==> src/rtl/core/rtdc_pkg.sv <==
// Shared types, widths and fixed-point constants of the RTD temperature converter.
package rtdc_pkg;

  // Field and datapath widths
  localparam int REF_W    = 16;
  localparam int NOM_W    = 14;
  localparam int NUM_W    = 40;  // ratio numerator and quotient (Q24)
  localparam int XQ_FRAC  = 24;
  localparam int ARG_W    = 42;  // square-root argument (Q16)
  localparam int ROOT_W   = 21;
  localparam int SREM_W   = 23;
  localparam int ACC_W    = 35;  // Horner accumulator, Q24 signed
  localparam int X_W      = 24;
  localparam int X_HALF   = 12;
  localparam int C4_W     = 23;
  localparam int DQ_HALF  = 20;
  localparam int TEMP_W   = 17;

  localparam int DIV_CELLS  = NUM_W;
  localparam int SQRT_CELLS = ROOT_W;
  localparam int HORNER_N   = 5;

  // Configuration register indexes
  localparam logic CFG_REF = 1'b0;
  localparam logic CFG_NOM = 1'b1;

  localparam logic [REF_W-1:0] REF_RESET = 16'd3440;
  localparam logic [NOM_W-1:0] NOM_RESET = 14'd800;

  // Quadratic branch constants, scaled by 1/|B|
  localparam longint A_Q8_L = (64'd39083000 * 64'd256 + 64'd2887) / 64'd5775;
  localparam longint C4_L   = (64'd40000000000 + 64'd2887) / 64'd5775;
  localparam logic [ROOT_W-1:0] A_Q8 = ROOT_W'(A_Q8_L);
  localparam logic [C4_W-1:0]   C4   = C4_W'(C4_L);
  localparam logic [ARG_W-1:0]  A2   = ARG_W'(A_Q8_L * A_Q8_L);

  // Polynomial coefficients c_k * 100^k in Q24, rounded to nearest
  localparam longint P5 = ((64'd15243 << 24) + 64'd5000) / 64'd10000;
  localparam longint P4 = ((64'd28183 << 24) + 64'd5000) / 64'd10000;
  localparam longint P3 = ((64'd4826 << 24) + 64'd500) / 64'd1000;
  localparam longint P2 = ((64'd25859 << 24) + 64'd500) / 64'd1000;
  localparam longint P1 = ((64'd22228 << 24) + 64'd50) / 64'd100;
  localparam longint P0 = ((64'd24202 << 24) + 64'd50) / 64'd100;

  localparam logic signed [ACC_W-1:0] HORNER_INIT = ACC_W'(P5);
  localparam logic signed [ACC_W-1:0] HORNER_COEF [HORNER_N] = '{
    ACC_W'(-P4), ACC_W'(-P3), ACC_W'(P2), ACC_W'(P1), ACC_W'(-P0)
  };

  // Divider cell payload
  typedef struct packed {
    logic [NOM_W-1:0] rem;
    logic [NUM_W-1:0] num;
    logic [NUM_W-1:0] quo;
  } div_t;

  // Square-root cell payload
  typedef struct packed {
    logic [SREM_W-1:0] rem;
    logic [ROOT_W-1:0] root;
    logic [ARG_W-1:0]  arg;
    logic              clamp;
  } sq_t;

endpackage

==> src/rtl/core/rtdc_div_cell.sv <==
// One restoring-division cell: produces one quotient bit per pass.
module rtdc_div_cell (
  input  logic                        clk,
  input  logic                        en,
  input  logic [rtdc_pkg::NOM_W-1:0]  den,
  input  rtdc_pkg::div_t              d_i,
  output rtdc_pkg::div_t              d_o
);

  logic [rtdc_pkg::NOM_W:0] trial;
  logic [rtdc_pkg::NOM_W:0] diff;
  logic                     ge;
  rtdc_pkg::div_t           d_nxt;

  // shift in the next numerator bit and try the subtract
  always_comb begin
    trial = {d_i.rem, d_i.num[rtdc_pkg::NUM_W-1]};
    ge    = trial >= {1'b0, den};
    diff  = trial - {1'b0, den};
    d_nxt.rem = ge ? diff[rtdc_pkg::NOM_W-1:0] : trial[rtdc_pkg::NOM_W-1:0];
    d_nxt.num = {d_i.num[rtdc_pkg::NUM_W-2:0], 1'b0};
    d_nxt.quo = {d_i.quo[rtdc_pkg::NUM_W-2:0], ge};
  end

  always_ff @(posedge clk) begin
    if (en) begin
      d_o <= d_nxt;
    end
  end

endmodule

==> config.mk <==
export PLATFORM = sky130hd
export DESIGN_NAME = rtdc_div_cell
export DESIGN_NICKNAME = d
export VERILOG_FILES = /design/src/rtl/core/rtdc_pkg.sv /design/src/rtl/core/rtdc_div_cell.sv
export SDC_FILE = /design/constraint.sdc
export NUM_CORES = 1
export LEC_CHECK = 0
export BUFFER_PORTS_ARGS = -buffer_cell sky130_fd_sc_hd__buf_2
export CAP_MARGIN = 40
export CORE_MARGIN = 5
export CORE_UTILIZATION = 25
export CTS_CLUSTER_SIZE = 30
export DETAILED_ROUTE_END_ITERATION = 10
export GPL_TIMING_DRIVEN = 0
export MAX_ROUTING_LAYER = met4
export PLACE_DENSITY = 0.52
export SLEW_MARGIN = 10
export SYNTH_ARGS = -nofsm -noshare
export SYNTH_HDL_FRONTEND = slang
export SYNTH_SLANG_ARGS = --single-unit
==> constraint.sdc <==
create_clock -name clk -period 5.75 [get_ports clk]
set_input_delay 0 -clock clk [delete_from_list [all_inputs] [get_ports clk]]
set_output_delay 0 -clock clk [all_outputs]
set_load 0.01 [all_outputs]
==> results.md <==
- Outcome: completed
- Synth Net Count: ~340
- Residual DRC: 0
- RePlAce Congestion: roughly 0.80
- DRT Pass-1 Iters: 4
- Register area share after synthesis: between 70% and 80%
- Post-detail-place hpwl: just over 8 mm
- Leakage: 2.750 nW
- Layout cells sized above 1: ~46%
- Die ar.: 17750 um2
- Non-filler cells, final: around 720
- Mapped cell area: around 3800 um2
- Required time worst endpoint: approximately 6 ns
- Routed Antenna Nets: 0
- Largest net degree at the start of global routing: 63
- Tightest Hold Check Type: input port to flip-flop
- Total core area: between 15000 and 20000 um2
- CTS Buf Count: 9
- Max reg flops: 93
- Max VDD drop: 0.1271 mV
- CP endpoint kind: flip-flop
- Final net count: between 600 and 700
- Synth unique cells: between 40 and 50
- Post-synth top area share: between 70% and 80%
- Htree depth: 3
- TritonCTS clock tree: yes
- Cells after synthesis: roughly 220
- DRT iter0 DRCs: between 100 and 150
- Die Ht: between 100 and 150 um
- Critical Path Source Type: input port
- Max_cap viols: 0
- DRT Wirelength: ~11 mm
- Warnings from Yosys: 0
- Final setup fails: 0
- Post-route core utilization: about two fifths
- Async SR Flop Fraction: 0%
- Most frequent cells in the layout: buf_2, edfxtp_1, dlygate4sd3_1
- EDFF count, synth: between 90 and 100
- Global-route wire length before repair: 17.24 mm
- Min cycle time layout: roughly 2.5 ns
- Slew Viols, Final: 0
- Clock slew at reported path FFs: 0.07 ns
- Final critical-path share of the clock period: a little over two fifths
- Mapped Avg Cell Area: ~17 um2
- CP arrival: about 2.6 ns
- Grt total ovfl: 0
- Cell area power density: approximately 280 nW/um2
- Ys flop type: edfxtp_1
- Avg WL per Cell: around 16 um
- CTS root buf: clkbuf_16
- Initial Util: 25.26%
- Endpoints failing hold: 0
- Num rows: 45
- Flops & latches, synth: between 90 and 100
- Vias in the first global route: between 3k and 4k
- Commonest non-fill, non-tap cell in the layout: buf_2
- # placed instances: between 600 and 700
- Area growth syn-to-layout: 65.37%
- Initial antenna violation count: 0
- Regs by FF count: d_o (93)
- CTS sink count: 93
- Total number of vias: 2973
- I/O pin count: roughly 200
- Reg with most FFs: d_o
- Port Buf Inserts: around 200
- Setup_tns: 0 ns
- Area leader, netlist: edfxtp_1
- Global Route Usage Sum: around 13%
- Resized Gates After CTS: 0
- WS Path Type: input port to flip-flop
- Fmax: approximately 400 MHz
- RSZ-0062 raised after global routing: false
- CP max FO: 10
- Top cells by area, synth: edfxtp_1, ha_1, mux2_4
- CTS max path bufs: 2
- Die W: around 130 um
- Ant diodes: 0
- Vias per cell: between 4 and 5
==> logic make-up after synthesis <==
logic type               count (synthesis)  synth area share [%]
AO/OA/AOI/OAI                           35                 7.019
AND/OR/NAND/NOR                         25                 3.822
multiplexers                            15                 5.173
XOR/XNOR                                10                 2.307
flip-flops                              93                 73.54
adder cells (fa/ha/maj)                 16                 5.470
buffers and inverters                   23                 2.570
other                                    1               0.09875
==> Yosys cell counts (3+ instances only) <==
cell / number
xnor2_1: 8
nor3_1: 3
ha_1: 15
nor2b_1: 3
nand2_1: 3
edfxtp_1: 93
mux2_2: 5
o21a_1: 5
inv_1: 20
nor2_1: 4
mux2_4: 8
a21oi_1: 7
==> per-stage QoR <==
step	hold WS, ns	worst slack (ns)	power (W)	cell area (um2)
after floorplan	0.09887	3.799	0.0009921	3797
final	0.03581	3.225	0.001756	6280
after global routing	0.03964	3.032	0.001844	6280
after CTS	0.02702	3.139	0.001789	6280
after global placement	0.1778	3.306	0.001128	5039
after detailed placement	0.1785	3.298	0.001132	5069
==> routing by layer <==
metal	up-vias	routed length [um]	global-route usage, %
li1	1445	-	-
met1	1381	4675	14.27
met2	136	5669	21.78
met3	11	906	4.569
met4	0	178	4.286
met5	-	0	-
==> area by class of cell <==
class                           count  area (um2)
Fill cell                        1397        8753
Sequential cell                    93        2793
Timing Repair Buffer              293        1947
Multi-Input combinational cell    102       907.1
Tap cell                          188       235.2
Clock buffer                        9       225.2
Clock inverter                      7       75.07
Inverter                           20       75.07
Buffer                              3       22.52
==> critical path, cell delays in order <==
cell,delay (ns)
dlygate4sd3_1,0.53
buf_2,0.14
ha_1,0.28
nor2b_1,0.17
o2111ai_1,0.16
nand3b_1,0.26
a31oi_1,0.11
o21ai_2,0.39
buf_6,0.26
mux2_4,0.31
==> worst paths after layout <==
kind / startpoint / end / cells after the start
min: d_i[79] / d_o[80] / 3
max: d_i[80] / d_o[89] / 10
==> repair_timing <==
| item | in CTS | in global routing |
|---|---|---|
| hold buffers | 91 | 0 |
| hold endpoints to repair | 91 | 0 |
| setup buffers | 0 | 0 |
==> where the power goes <==
group | switching (W) | leakage [nW] | internal [W]
Sequential | 0.0000148 | 0.910 | 0.000818
Clock | 0.000284 | 0.145 | 0.000308
Combinational | 0.000157 | 1.69 | 0.000174
Total | 0.000456 | 2.75 | 0.00130
Power figures use the tool's default switching activity.
