[config.mk]
export PLATFORM = sky130hd
export DESIGN_NAME = rtdc_horner_stage
export DESIGN_NICKNAME = d
export VERILOG_FILES = /design/src/rtl/core/rtdc_pkg.sv /design/src/rtl/core/rtdc_horner_stage.sv
export SDC_FILE = /design/constraint.sdc
export NUM_CORES = 2
export LEC_CHECK = 0
export BUFFER_PORTS_ARGS = -buffer_cell sky130_fd_sc_hd__buf_2
export CORE_MARGIN = 2
export CORE_UTILIZATION = 61
export DETAILED_ROUTE_END_ITERATION = 8
export HOLD_SLACK_MARGIN = 0.03
export PLACE_DENSITY = 0.88
export SLEW_MARGIN = 20
export SYNTH_ARGS = -nofsm -noshare
export SYNTH_HDL_FRONTEND = slang
export SYNTH_SLANG_ARGS = --single-unit
[constraint.sdc]
create_clock -name clk -period 27 [get_ports clk]
set_clock_uncertainty 0.15 [all_clocks]
set_input_delay 2.7 -clock clk [delete_from_list [all_inputs] [get_ports clk]]
set_output_delay 2.7 -clock clk [all_outputs]
set_load 0.02 [all_outputs]
[src/rtl/core/rtdc_pkg.sv]
// Shared types, widths and fixed-point constants of the RTD temperature converter.
package rtdc_pkg;

  // Field and datapath widths
  localparam int REF_W    = 16;
  localparam int NOM_W    = 14;
  localparam int NUM_W    = 40;  // ratio numerator and quotient (Q24)
  localparam int XQ_FRAC  = 24;
  localparam int ARG_W    = 42;  // square-root argument (Q16)
  localparam int ROOT_W   = 21;
  localparam int SREM_W   = 23;
  localparam int ACC_W    = 35;  // Horner accumulator, Q24 signed
  localparam int X_W      = 24;
  localparam int X_HALF   = 12;
  localparam int C4_W     = 23;
  localparam int DQ_HALF  = 20;
  localparam int TEMP_W   = 17;

  localparam int DIV_CELLS  = NUM_W;
  localparam int SQRT_CELLS = ROOT_W;
  localparam int HORNER_N   = 5;

  // Configuration register indexes
  localparam logic CFG_REF = 1'b0;
  localparam logic CFG_NOM = 1'b1;

  localparam logic [REF_W-1:0] REF_RESET = 16'd3440;
  localparam logic [NOM_W-1:0] NOM_RESET = 14'd800;

  // Quadratic branch constants, scaled by 1/|B|
  localparam longint A_Q8_L = (64'd39083000 * 64'd256 + 64'd2887) / 64'd5775;
  localparam longint C4_L   = (64'd40000000000 + 64'd2887) / 64'd5775;
  localparam logic [ROOT_W-1:0] A_Q8 = ROOT_W'(A_Q8_L);
  localparam logic [C4_W-1:0]   C4   = C4_W'(C4_L);
  localparam logic [ARG_W-1:0]  A2   = ARG_W'(A_Q8_L * A_Q8_L);

  // Polynomial coefficients c_k * 100^k in Q24, rounded to nearest
  localparam longint P5 = ((64'd15243 << 24) + 64'd5000) / 64'd10000;
  localparam longint P4 = ((64'd28183 << 24) + 64'd5000) / 64'd10000;
  localparam longint P3 = ((64'd4826 << 24) + 64'd500) / 64'd1000;
  localparam longint P2 = ((64'd25859 << 24) + 64'd500) / 64'd1000;
  localparam longint P1 = ((64'd22228 << 24) + 64'd50) / 64'd100;
  localparam longint P0 = ((64'd24202 << 24) + 64'd50) / 64'd100;

  localparam logic signed [ACC_W-1:0] HORNER_INIT = ACC_W'(P5);
  localparam logic signed [ACC_W-1:0] HORNER_COEF [HORNER_N] = '{
    ACC_W'(-P4), ACC_W'(-P3), ACC_W'(P2), ACC_W'(P1), ACC_W'(-P0)
  };

  // Divider cell payload
  typedef struct packed {
    logic [NOM_W-1:0] rem;
    logic [NUM_W-1:0] num;
    logic [NUM_W-1:0] quo;
  } div_t;

  // Square-root cell payload
  typedef struct packed {
    logic [SREM_W-1:0] rem;
    logic [ROOT_W-1:0] root;
    logic [ARG_W-1:0]  arg;
    logic              clamp;
  } sq_t;

endpackage

[src/rtl/core/rtdc_horner_stage.sv]
// One Horner step: acc*x/2^24 truncated toward zero, plus a coefficient (two stages).
module rtdc_horner_stage #(
  parameter logic signed [rtdc_pkg::ACC_W-1:0] COEF = '0
) (
  input  logic                               clk,
  input  logic                               en,
  input  logic signed [rtdc_pkg::ACC_W-1:0]  acc_i,
  input  logic [rtdc_pkg::X_W-1:0]           x_i,
  output logic signed [rtdc_pkg::ACC_W-1:0]  acc_o,
  output logic [rtdc_pkg::X_W-1:0]           x_o
);

  localparam int MW = rtdc_pkg::ACC_W - 1;
  localparam int PW = MW + rtdc_pkg::X_HALF;
  localparam int SW = MW + rtdc_pkg::X_W;

  logic [rtdc_pkg::ACC_W-1:0] mag;
  logic [PW-1:0]              plo_r, phi_r;
  logic                       neg_r;
  logic [rtdc_pkg::X_W-1:0]   x_r;
  logic [SW-1:0]              sum;
  logic [rtdc_pkg::ACC_W-1:0] pv;
  logic signed [rtdc_pkg::ACC_W-1:0] acc_nxt;

  // magnitude times the two halves of x
  assign mag = acc_i[rtdc_pkg::ACC_W-1] ? -acc_i : acc_i;

  always_ff @(posedge clk) begin
    if (en) begin
      plo_r <= mag[MW-1:0] * x_i[rtdc_pkg::X_HALF-1:0];
      phi_r <= mag[MW-1:0] * x_i[rtdc_pkg::X_W-1:rtdc_pkg::X_HALF];
      neg_r <= acc_i[rtdc_pkg::ACC_W-1];
      x_r   <= x_i;
    end
  end

  // combine partial products, drop the fraction, restore sign, add coefficient
  always_comb begin
    sum = {phi_r, {rtdc_pkg::X_HALF{1'b0}}} + SW'(plo_r);
    pv  = {1'b0, sum[SW-1:rtdc_pkg::XQ_FRAC]};
    if (neg_r) begin
      pv = -pv;
    end
    acc_nxt = $signed(pv) + COEF;
  end

  always_ff @(posedge clk) begin
    if (en) begin
      acc_o <= acc_nxt;
      x_o   <= x_r;
    end
  end

endmodule
==> results by group <==
Min path
  – Worst min path class: flop to flop
  – Hold endpoint: x_o[16]
  – Hold Startpoint: x_r[16]
  – Hold Path Cell Cnt: 0

Logic synthesis
  – Synth Instances: 3,616
  – Yosys reg bits: 164
  – Synth Warn #: 0
  – Primary FF master, synth: edfxtp_1
  – Syn Nets: 4,515
  – Register area share after synthesis: 0.1492
  – Synth unique cells: 79
  – Syn_area_per_cell: 9.127 um2
  – Post-synth EDFFs: 164
  – Post-Synthesis Cell Area: 33,000 um2
  – Async SR Flop Fraction: 0

Detailed routing
  – First drt pass iteration count: 6
  – Via count: 25,469
  – Drt drc: 0
  – Avg Vias per Cell: 5.879
  – DRT Wirelength: 80,720 um
  – Final ANT Viol Nets: 0
  – DR WL/cell: 18.63 um
  – 1st-iter DRT viols: 2,491

Critical path
  – Crit path top cell by count: fa_1
  – FF-to-FF path depth: 12
  – Crit path required time: 27.12 ns
  – CP Data Arrival Time: 11.35 ns
  – CP Launch Type: input pin
  – Maximum fanout along the worst path: 24
  – Worst path slowest cell: or4b_2
  – Reg2reg start: phi_r[15]
  – R2R setup slack: 22.22 ns
  – Setup CP Type: input pin to flop
  – Max incr delay on CP: 0.61 ns
  – Worst R2R End: acc_o[24]
  – CP Capture Type: flop

Clocking
  – Clk pin slew, worst setup/hold paths: 0.07 ns
  – Worst-Skew Late Latency: 0.46 ns
  – Resize count post-CTS: 0
  – CTS buffer count: 17
  – Sink Count: 164
  – CTS tree: yes
  – Max H-tree Level: 4
  – Hold-fix buffers, CTS: 0
  – Root buffer cell: clkbuf_16
  – Setup Buffers After CTS: 0
  – Largest buffer count on any clock path: 2

Timing
  – Crit share post-route: 0.4160
  – Pins Over Slew Limit: 0
  – Final hold viol count: 0
  – Hold_ws: 0.2667 ns
  – Max-slew headroom: 0.3442
  – Tmin final: 11.23 ns
  – Sum Neg Setup Slack: 0 ns
  – F_max: 89.03 MHz
  – Worst Tran Pin Value: 0.9836 ns
  – RSZ-0062 raised after global routing: no
  – Setup Viol. Count Final: 0

Place
  – Port Buffers: 119
  – GP Congestion: 0.9700
  – Placed cells: 4,300
  – DP HPWL: 61,890 um

Finish
  – Ant diodes: 0
  – Final std cells w/o fill: 4,332
  – Layout cells sized above 1: 0.06628
  – Layout Nets: 4,522
  – P&R area growth vs syn: 5.819%
  – Most common cell after layout, fill and taps aside: inv_1
  – Most frequent cells in the layout: 729 x inv_1, 658 x nand2_1, 639 x fa_1

Floorplan
  – Die X: 236.6 um
  – Die Span Y: 236.6 um
  – Initial Util: 0.6145
  – Core Rows: 85
  – Num ports: 120
  – Die Footprint: 55,980 um2
  – Core footprint: 53,710 um2

Global route
  – Total gr overflow: 0
  – First-pass GRT wire length: 135,200 um
  – GRT Overall Usage: 0.3012
  – Largest net degree at the start of global routing: 89
  – Number of global-route vias before repair: 27,305
  – Initial antenna violation count: 6

Run status
  – Status: completed

Run
  – Max_cap viols: 0
[logic make-up (layout without fill, tap and decap cells)]
logic type	count (synthesis)	count (layout)	synth area share
buf+inv	900	920	0.1024
xor+xnor	144	144	0.03821
fa+ha+maj	838	838	0.4630
compound gates	391	391	0.07847
mux	2	2	0.0006066
simple gates	1177	1177	0.1680
flops	164	164	0.1492
[flip-flops by register name (all words and copies together) (netlist names)]
signal  flops
x_r        24
acc_o      35
neg_r       1
phi_r      46
plo_r      34
x_o        24
[per-layer routing]
layer  routed length [um]  up-vias  GRT usage
li1                     -    11125          -
met1                30410    12521     0.3846
met2                38360     1514     0.5010
met3                 9089      305    0.07344
met4                 2832        4     0.1118
met5                   26        -          0
[cells in the mapped netlist, drive strengths merged, types with 3 or more instances]
| library cell | n | area [um2] |
|---|---|---|
| nand2 | 659 | 2476 |
| nor4 | 9 | 56.30 |
| or4 | 11 | 90.08 |
| o41ai | 8 | 70.07 |
| buf | 14 | 55.05 |
| and4 | 10 | 87.58 |
| or2 | 9 | 56.31 |
| a31oi | 15 | 100.1 |
| inv | 729 | 2736 |
| nor2b | 23 | 143.9 |
| edfxtp | 164 | 4925 |
| o211ai | 14 | 115.1 |
| a41oi | 4 | 35.03 |
| nand4 | 14 | 87.58 |
| ha | 199 | 2490 |
| nand2b | 14 | 87.58 |
| xor2 | 31 | 271.5 |
| o21ai | 89 | 449.2 |
| a211oi | 19 | 147.6 |
| nor2 | 76 | 285.3 |
| o31ai | 18 | 135.1 |
| a211o | 6 | 52.55 |
| nor4b | 3 | 26.28 |
| a31o | 5 | 43.79 |
| o311ai | 3 | 33.79 |
| fa | 639 | 12790 |
| a21oi | 96 | 480.5 |
| xnor2 | 113 | 989.7 |
| o21bai | 6 | 45.04 |
| a311oi | 4 | 35.03 |
| and2 | 257 | 1608 |
| a21o | 48 | 360.4 |
| and3 | 18 | 112.6 |
| o21a | 21 | 157.7 |
| nor3 | 27 | 135.1 |
| clkbuf | 157 | 589.3 |
| o221ai | 3 | 26.28 |
| a21boi | 9 | 67.56 |
| nand3 | 23 | 115.1 |
| or3 | 14 | 87.58 |
[cell type report]
cell class | instances | area, um2
multi-input combinational | 2552 | 24910
fill | 3900 | 18780
sequential | 164 | 4925
inverter | 729 | 2736
timing repair buffer | 159 | 902.1
tap | 696 | 870.8
clock buffer | 19 | 432.9
clock inverter | 13 | 148.9
[how the worst max path moves through the flow]
stage                endpoint  cells past startpoint  slack (ns)  startpoint
floorplan           phi_r[38]                     29       16.23    acc_i[6]
global placement    phi_r[38]                     29       15.50    acc_i[6]
detailed placement  phi_r[38]                     29       15.29    acc_i[6]
CTS                 phi_r[38]                     29       15.77    acc_i[6]
global route        phi_r[38]                     29       15.17    acc_i[6]
finish              phi_r[38]                     29       15.77    acc_i[6]
[worst max-delay path, delay by kind of cell]
kind | cells | cell delay (ns)
adder cells (fa/ha/maj) | 6 | 2.85
AND/OR/NAND/NOR | 9 | 2.72
AO/OA/AOI/OAI | 8 | 2.30
buffers and inverters | 5 | 0.59
XOR/XNOR | 1 | 0.16
[metrics by stage]
step	utilization	setup WS, ns	area, um2
floorplan	-	16.23	33000
global placement	0.6394	15.50	34340
detailed placement	0.6394	15.29	34340
CTS	0.6503	15.77	34920
global route	0.6503	15.17	34920
finish	0.6503	15.77	34920
Power is not shown: default switching activity piles up to over one toggle a cycle in this logic, so the estimate is an artifact.
