### src/rtl/core/rtdc_pkg.sv
// Shared types, widths and fixed-point constants of the RTD temperature converter.
package rtdc_pkg;

  // Field and datapath widths
  localparam int REF_W    = 16;
  localparam int NOM_W    = 14;
  localparam int NUM_W    = 40;  // ratio numerator and quotient (Q24)
  localparam int XQ_FRAC  = 24;
  localparam int ARG_W    = 42;  // square-root argument (Q16)
  localparam int ROOT_W   = 21;
  localparam int SREM_W   = 23;
  localparam int ACC_W    = 35;  // Horner accumulator, Q24 signed
  localparam int X_W      = 24;
  localparam int X_HALF   = 12;
  localparam int C4_W     = 23;
  localparam int DQ_HALF  = 20;
  localparam int TEMP_W   = 17;

  localparam int DIV_CELLS  = NUM_W;
  localparam int SQRT_CELLS = ROOT_W;
  localparam int HORNER_N   = 5;

  // Configuration register indexes
  localparam logic CFG_REF = 1'b0;
  localparam logic CFG_NOM = 1'b1;

  localparam logic [REF_W-1:0] REF_RESET = 16'd3440;
  localparam logic [NOM_W-1:0] NOM_RESET = 14'd800;

  // Quadratic branch constants, scaled by 1/|B|
  localparam longint A_Q8_L = (64'd39083000 * 64'd256 + 64'd2887) / 64'd5775;
  localparam longint C4_L   = (64'd40000000000 + 64'd2887) / 64'd5775;
  localparam logic [ROOT_W-1:0] A_Q8 = ROOT_W'(A_Q8_L);
  localparam logic [C4_W-1:0]   C4   = C4_W'(C4_L);
  localparam logic [ARG_W-1:0]  A2   = ARG_W'(A_Q8_L * A_Q8_L);

  // Polynomial coefficients c_k * 100^k in Q24, rounded to nearest
  localparam longint P5 = ((64'd15243 << 24) + 64'd5000) / 64'd10000;
  localparam longint P4 = ((64'd28183 << 24) + 64'd5000) / 64'd10000;
  localparam longint P3 = ((64'd4826 << 24) + 64'd500) / 64'd1000;
  localparam longint P2 = ((64'd25859 << 24) + 64'd500) / 64'd1000;
  localparam longint P1 = ((64'd22228 << 24) + 64'd50) / 64'd100;
  localparam longint P0 = ((64'd24202 << 24) + 64'd50) / 64'd100;

  localparam logic signed [ACC_W-1:0] HORNER_INIT = ACC_W'(P5);
  localparam logic signed [ACC_W-1:0] HORNER_COEF [HORNER_N] = '{
    ACC_W'(-P4), ACC_W'(-P3), ACC_W'(P2), ACC_W'(P1), ACC_W'(-P0)
  };

  // Divider cell payload
  typedef struct packed {
    logic [NOM_W-1:0] rem;
    logic [NUM_W-1:0] num;
    logic [NUM_W-1:0] quo;
  } div_t;

  // Square-root cell payload
  typedef struct packed {
    logic [SREM_W-1:0] rem;
    logic [ROOT_W-1:0] root;
    logic [ARG_W-1:0]  arg;
    logic              clamp;
  } sq_t;

endpackage

### src/rtl/core/rtdc_sqrt_cell.sv
// One digit-by-digit square-root cell: produces one root bit per pass.
module rtdc_sqrt_cell (
  input  logic          clk,
  input  logic          en,
  input  rtdc_pkg::sq_t s_i,
  output rtdc_pkg::sq_t s_o
);

  logic [rtdc_pkg::SREM_W-1:0] rem2;
  logic [rtdc_pkg::SREM_W-1:0] trial;
  logic                        ge;
  rtdc_pkg::sq_t               s_nxt;

  // bring down two argument bits, compare against 4*root+1
  always_comb begin
    rem2  = {s_i.rem[rtdc_pkg::SREM_W-3:0], s_i.arg[rtdc_pkg::ARG_W-1 -: 2]};
    trial = {1'b0, s_i.root[rtdc_pkg::ROOT_W-2:0], 2'b01};
    ge    = rem2 >= trial;
    s_nxt.rem   = ge ? rem2 - trial : rem2;
    s_nxt.root  = {s_i.root[rtdc_pkg::ROOT_W-2:0], ge};
    s_nxt.arg   = {s_i.arg[rtdc_pkg::ARG_W-3:0], 2'b00};
    s_nxt.clamp = s_i.clamp;
  end

  always_ff @(posedge clk) begin
    if (en) begin
      s_o <= s_nxt;
    end
  end

endmodule

### config.mk
export PLATFORM = sky130hd
export DESIGN_NAME = rtdc_sqrt_cell
export DESIGN_NICKNAME = d
export VERILOG_FILES = /design/src/rtl/core/rtdc_pkg.sv /design/src/rtl/core/rtdc_sqrt_cell.sv
export SDC_FILE = /design/constraint.sdc
export NUM_CORES = 1
export LEC_CHECK = 0
export ABC_AREA = 1
export BUFFER_PORTS_ARGS = -buffer_cell sky130_fd_sc_hd__buf_2
export CAP_MARGIN = 20
export CORE_ASPECT_RATIO = 0.7
export CORE_MARGIN = 4
export CORE_UTILIZATION = 45
export DETAILED_ROUTE_END_ITERATION = 7
export PLACE_DENSITY = 0.77
export SLEW_MARGIN = 5
export SYNTH_ARGS = -nofsm -noshare
export SYNTH_HDL_FRONTEND = slang
export SYNTH_SLANG_ARGS = --single-unit
### constraint.sdc
create_clock -name clk -period 1.7 [get_ports clk]
set_input_delay 0.255 -clock clk [delete_from_list [all_inputs] [get_ports clk]]
set_output_delay 0.255 -clock clk [all_outputs]
set_load 0.05 [all_outputs]
==> flow_metrics.py, run 1 <==
metrics = {
    "outcome": {
        "status": "complete, no violations",
    },
    "yosys": {
        "avgSynthCellArea_um2": 8.75,
        "ys_warn_count": 0,
        "syn_area_mm2": 0.00459,
        "ys_top_cells_by_area": "edfxtp_1, nand2_1, inv_1",
        "syn_inst": 525,
        "yosysTopAreaCell": "edfxtp_1",
        "synth_seq_cells": 85,
        "synth_top_area_share_pct": 55.6,
        "ys_types": 21,
        "ys_seq_area_share_pct": 55.6,
    },
    "die": {
        "io_pins": 176,
        "dieArea_mm2": 0.0119,
        "die_w_um": 129,
        "die_y_um": 92.5,
        "coreArea_mm2": 0.00983,
        "initial_core_util_pct": 46.7,
        "rows": 30,
    },
    "route": {
        "wl_per_cell_um": 14.7,
        "routed_wl_um": 13200,
        "ant_nets": 0,
        "via_per_inst": 4.71,
        "first_pass_iters": 4,
        "first_iter_violations": 196,
        "vias": 4220,
        "drcViolationCount": 0,
    },
    "clock_network": {
        "cts_buffer_depth": 2,
        "cts-root-buf": "clkbuf_16",
        "holdBufCountCts": 0,
        "cts.reportedPaths.clkPinSlew_ns": 0.06,
        "htreeDepth": 3,
        "clock-sinks": 85,
        "cts_tree": "done",
        "cts_made_buffers": 9,
    },
    "global_route": {
        "grt_pass1_vias": 4313,
        "grt_max_degree": 47,
        "grtUsageTotal_pct": 22.3,
        "grt_first_pass_wirelength_um": 20900,
        "gr-total-overflow": 0,
        "antenna_found_initial": 0,
    },
    "timing": {
        "setup_violations": 0,
        "fin_setup_tns_ns": 0,
        "hold_viol_final": 0,
        "min_period_ns": 1.62,
        "fmax_ghz": 0.616,
        "setup_slack_ns": 0.0774,
        "slew_violations": 0,
        "period_share_pct": 95.4,
        "timing.hold.ws_ns": 0.0915,
    },
    "place": {
        "pre_cts_slack_ns": -0.312,
        "numPortBuffers": 170,
        "place_area_mm2": 0.00635,
        "dp.cells": 880,
        "hpwlAfterDp_um": 10700,
        "place_congestion": 0.893,
    },
    "finish": {
        "fin_area_mm2": 0.00673,
        "syn2layout_area_growth_pct": 46.5,
        "n_antenna_cell": 0,
        "final_cells": 896,
        "drive_gt1_share_pct": 38.9,
        "largest_reg_flops": 85,
        "top_register": "s_o",
        "final_nets": 875,
        "fin_util_pct": 68.4,
        "final_common_cell": "nand2_1",
        "final_cell_mix": "nand2_1, buf_2, inv_1",
        "reg_top3": "s_o x85",
    },
    "critical_path": {
        "slowest_delay_ns": 0.29,
        "crit_slowest_cell": "ha_4",
        "path_cells": "buf_2, inv_1, ha_4, nand2_2, nor2_2, nand2_2, nor2_2, nand2_2, nand4_4, inv_2, buf_12, nand2_1, nand2_1",
        "critPathMostFrequentCell": "nand2_2",
        "cp_data_arrival_time_ns": 1.71,
        "critPathLaunchType": "primary input",
        "critPathRequiredTime_ns": 1.79,
        "cp-end-kind": "flop",
        "crit_fanout": 11,
        "worstSetupPathType": "in -> reg",
    },
    "pwr": {
        "finalPower_mw": 6.66,
        "p_per_area_mw_per_mm2": 989,
        "max-vdd-ir-drop_mv": 0.606,
        "p_leak_nw": 3.41,
    },
    "hold_path": {
        "hold_depth": 1,
        "worst_hold_path_type": "in -> reg",
    },
    "flow_run": {
        "maxCapViolCount": 0,
    },
}
[cell families after synthesis]
kind of cell / Yosys count / synth area share (%)
AND/OR/NAND/NOR: 287 / 25.7
XOR/XNOR: 8 / 1.53
AO/OA/AOI/OAI: 14 / 1.61
flip-flops: 85 / 55.6
adder cells (fa/ha/maj): 22 / 5.99
buffers and inverters: 108 / 9.48
other: 1 / 0.0816
[critical path: cells and delay by family]
family                   cells  cell delay (ns)
AND/OR/NAND/NOR              8             0.80
adder cells (fa/ha/maj)      1             0.29
buffers and inverters        4             0.37
[path summary, 6_finish.rpt]
path              endpoint     from  slack (ns)
hold / removal     s_o[29]  s_i[27]        0.09
setup / recovery   s_o[70]  s_i[55]        0.08
[synthesized netlist by cell type, drive strengths merged]
| master | n |
|---|---|
| nand3b | 6 |
| buf | 6 |
| nor4 | 1 |
| xor2 | 8 |
| o21ai | 2 |
| edfxtp | 85 |
| nand3 | 32 |
| nor2 | 31 |
| conb | 1 |
| nor3 | 2 |
| a21oi | 12 |
| inv | 102 |
| nand4 | 6 |
| ha | 22 |
| nand2 | 209 |
[power by group]
| part | total (mW) | leakage [nW] | switching [mW] | internal [mW] |
|---|---|---|---|---|
| Sequential | 2.60 | 0.831 | 0.0487 | 2.55 |
| Clock | 1.97 | 0.139 | 0.827 | 1.14 |
| Combinational | 2.09 | 2.44 | 1.42 | 0.674 |
| Total | 6.66 | 3.41 | 2.29 | 4.36 |
[layout make-up]
type	count	area (µm²)
sequential	85	2550
clock inverter	6	71.3
inverter	102	383
timing repair buffer	233	1390
multi-input combinational	333	1940
fill	835	3110
tap	128	160
clock buffer	9	225
[layer usage]
metal | vias to the layer above | track usage (%) | part of all wire [%]
li1 | 2138 | - | -
met1 | 1934 | 29.6 | 45
met2 | 135 | 37.6 | 47
met3 | 13 | 4.96 | 6.9
met4 | 0 | 4.55 | 0.82
met5 | - | 0 | 0
[repair_timing]
action,in CTS,in global routing
buffers inserted,0,1
resized for setup,0,22
setup endpoints to repair,0,22
No activity file was read; power rests on OpenSTA's default activity.
==> run 2: changes to the inputs <==
==> constraint.sdc (replaced) <==
create_clock -name clk -period 1.7 [get_ports clk]
set_input_delay 0.17 -clock clk [delete_from_list [all_inputs] [get_ports clk]]
set_output_delay 0.17 -clock clk [all_outputs]
set_load 0.05 [all_outputs]
==> run 2 against run 1 <==
Cell area increased by 2.4%; global-route usage decreased by 0.59 points; total power increased by 0.60%; routed wire length increased by 2.0%; worst setup slack improved by 0.033 ns; non-clock buffer count increased by 26; critical path type unchanged.
==> flow_metrics.py, run 2 (synthesis gave the netlist of run 1 again) <==
metrics = {
    "finish": {
        "register_area_mm2": 0.00255,
        "final_common_cell": "nand2_1",
        "multiInputGateArea_mm2": 0.00185,
        "final_nets": 901,
        "final_cell_mix": "nand2_1, buf_2, inv_1",
        "fillers": 811,
        "syn2layout_area_growth_pct": 49.9,
        "top_register": "s_o",
        "reg_top3": "s_o x85",
        "drive_gt1_share_pct": 35.8,
        "n_antenna_cell": 0,
        "largest_reg_flops": 85,
    },
    "outcome": {
        "status": "complete, no violations",
    },
    "route": {
        "vias": 4299,
        "drcViolationCount": 0,
        "first_iter_violations": 180,
        "first_pass_iters": 5,
        "via_per_inst": 4.66,
        "routed_wl_um": 13400,
        "ant_nets": 0,
        "wl_per_cell_um": 14.6,
    },
    "timing": {
        "setup_violations": 0,
        "period_share_pct": 93.5,
        "hold_viol_final": 0,
        "setup_slack_ns": 0.110,
        "fmax_ghz": 0.629,
        "min_period_ns": 1.59,
        "slew_violations": 0,
    },
    "pwr": {
        "p_per_area_mw_per_mm2": 972,
        "p_leak_nw": 3.50,
        "max-vdd-ir-drop_mv": 0.465,
        "finalPower_mw": 6.70,
    },
    "global_route": {
        "antenna_found_initial": 0,
        "gr-total-overflow": 0,
        "grt_first_pass_wirelength_um": 20400,
        "grt_max_degree": 86,
        "grt_pass1_vias": 4128,
        "grtUsageTotal_pct": 21.7,
    },
    "place": {
        "place_congestion": 0.915,
        "pre_cts_slack_ns": -0.398,
        "hpwlAfterDp_um": 10100,
        "numPortBuffers": 170,
    },
    "clock_network": {
        "clock-sinks": 85,
        "cts_buffer_depth": 2,
        "post_cts_buffers": 0,
        "cts_made_buffers": 9,
        "htreeDepth": 3,
        "cts_tree": "done",
        "cts-root-buf": "clkbuf_16",
        "cts.reportedPaths.clkPinSlew_ns": 0.06,
    },
    "critical_path": {
        "crit_fanout": 10,
        "critPathLaunchType": "primary input",
        "critPathRequiredTime_ns": 1.80,
        "cp-end-kind": "flop",
        "cp_data_arrival_time_ns": 1.69,
        "worstSetupPathType": "in -> reg",
    },
    "die": {
        "die_y_um": 92.5,
        "dieArea_mm2": 0.0119,
        "coreArea_mm2": 0.00983,
        "initial_core_util_pct": 46.7,
        "io_pins": 176,
        "rows": 30,
        "die_w_um": 129,
    },
    "hold_path": {
        "worst_hold_path_type": "in -> reg",
    },
    "flow_run": {
        "maxCapViolCount": 0,
    },
}
-- run 2: cell count changes in the layout (fill, tap and decap cells not counted), moves of 2 or more --
cell	change
dlygate4sd3_1	+29
ha_2	+4
buf_12	-2
ha_1	+2
nor2_1	+2
nand2_1	+6
ha_4	-6
nand2_2	-5
nor2_4	-2
buf_4	-2
-- run 2: routing by layer --
metal  routed length (µm)  global-route usage, %
met1                 6010                   30.0
met2                 6420                   35.5
met3                  962                   4.67
met4                   56                   4.20
met5                    0                      0
-- run 2: final timing paths --
path     from       to  slack (ns)  depth (start not counted)
max   s_i[54]  s_o[83]        0.11                         14
min   s_i[22]  s_o[24]        0.01                          1
-- run 2: timing repair --
action / 4_1_cts / 5_1_grt
pin swaps: 0 / 2
hold buffers: 18 / 11
resized for setup: 2 / 35
endpoints found under the hold margin: 18 / 11
endpoints found under the setup margin: 15 / 23
-- run 2: per-stage QoR --
stage	instances	area [µm²]	hold WS, ns	util [%]	setup TNS (ns)
3_5_place_dp	878	6050	0.348	61.5	-8.73
2_1_floorplan	526	4600	0.269	-	0
6_report	923	6890	0.0143	70.0	0
4_1_cts	912	6540	0.000197	66.5	0
5_1_grt	923	6890	-0.000904	70.0	-0.0683
3_3_place_gp	878	6050	0.347	61.5	-8.24
-- run 2: power breakdown --
group / leakage (nW) / internal, mW / total [mW] / switching, mW
logic: 2.53 / 0.684 / 2.10 / 1.42
clock network: 0.146 / 1.16 / 2.00 / 0.848
registers: 0.831 / 2.55 / 2.59 / 0.0461
-- run 2: worst max-delay path, stage by stage --
cell and delay, ns:
buf_2 0.09, inv_1 0.04, ha_1 0.34, nand2_2 0.12
inv_1 0.06, nand2_1 0.06, nand2_1 0.09, inv_1 0.10
nand2_1 0.05, nand2_1 0.10, nand4_4 0.12, buf_6 0.18
nand3_1 0.11, nand2_1 0.05
-- run 2: layout make-up --
| cell class | instances | area share [%] |
|---|---|---|
| clock buffers | 9 | 3.27 |
| clock inverters | 7 | 1.14 |
| inverters | 102 | 5.60 |
| multi-input cells | 333 | 26.8 |
| flip-flops and latches | 85 | 37.1 |
| well taps | 128 | 2.33 |
| repair buffers | 259 | 23.8 |
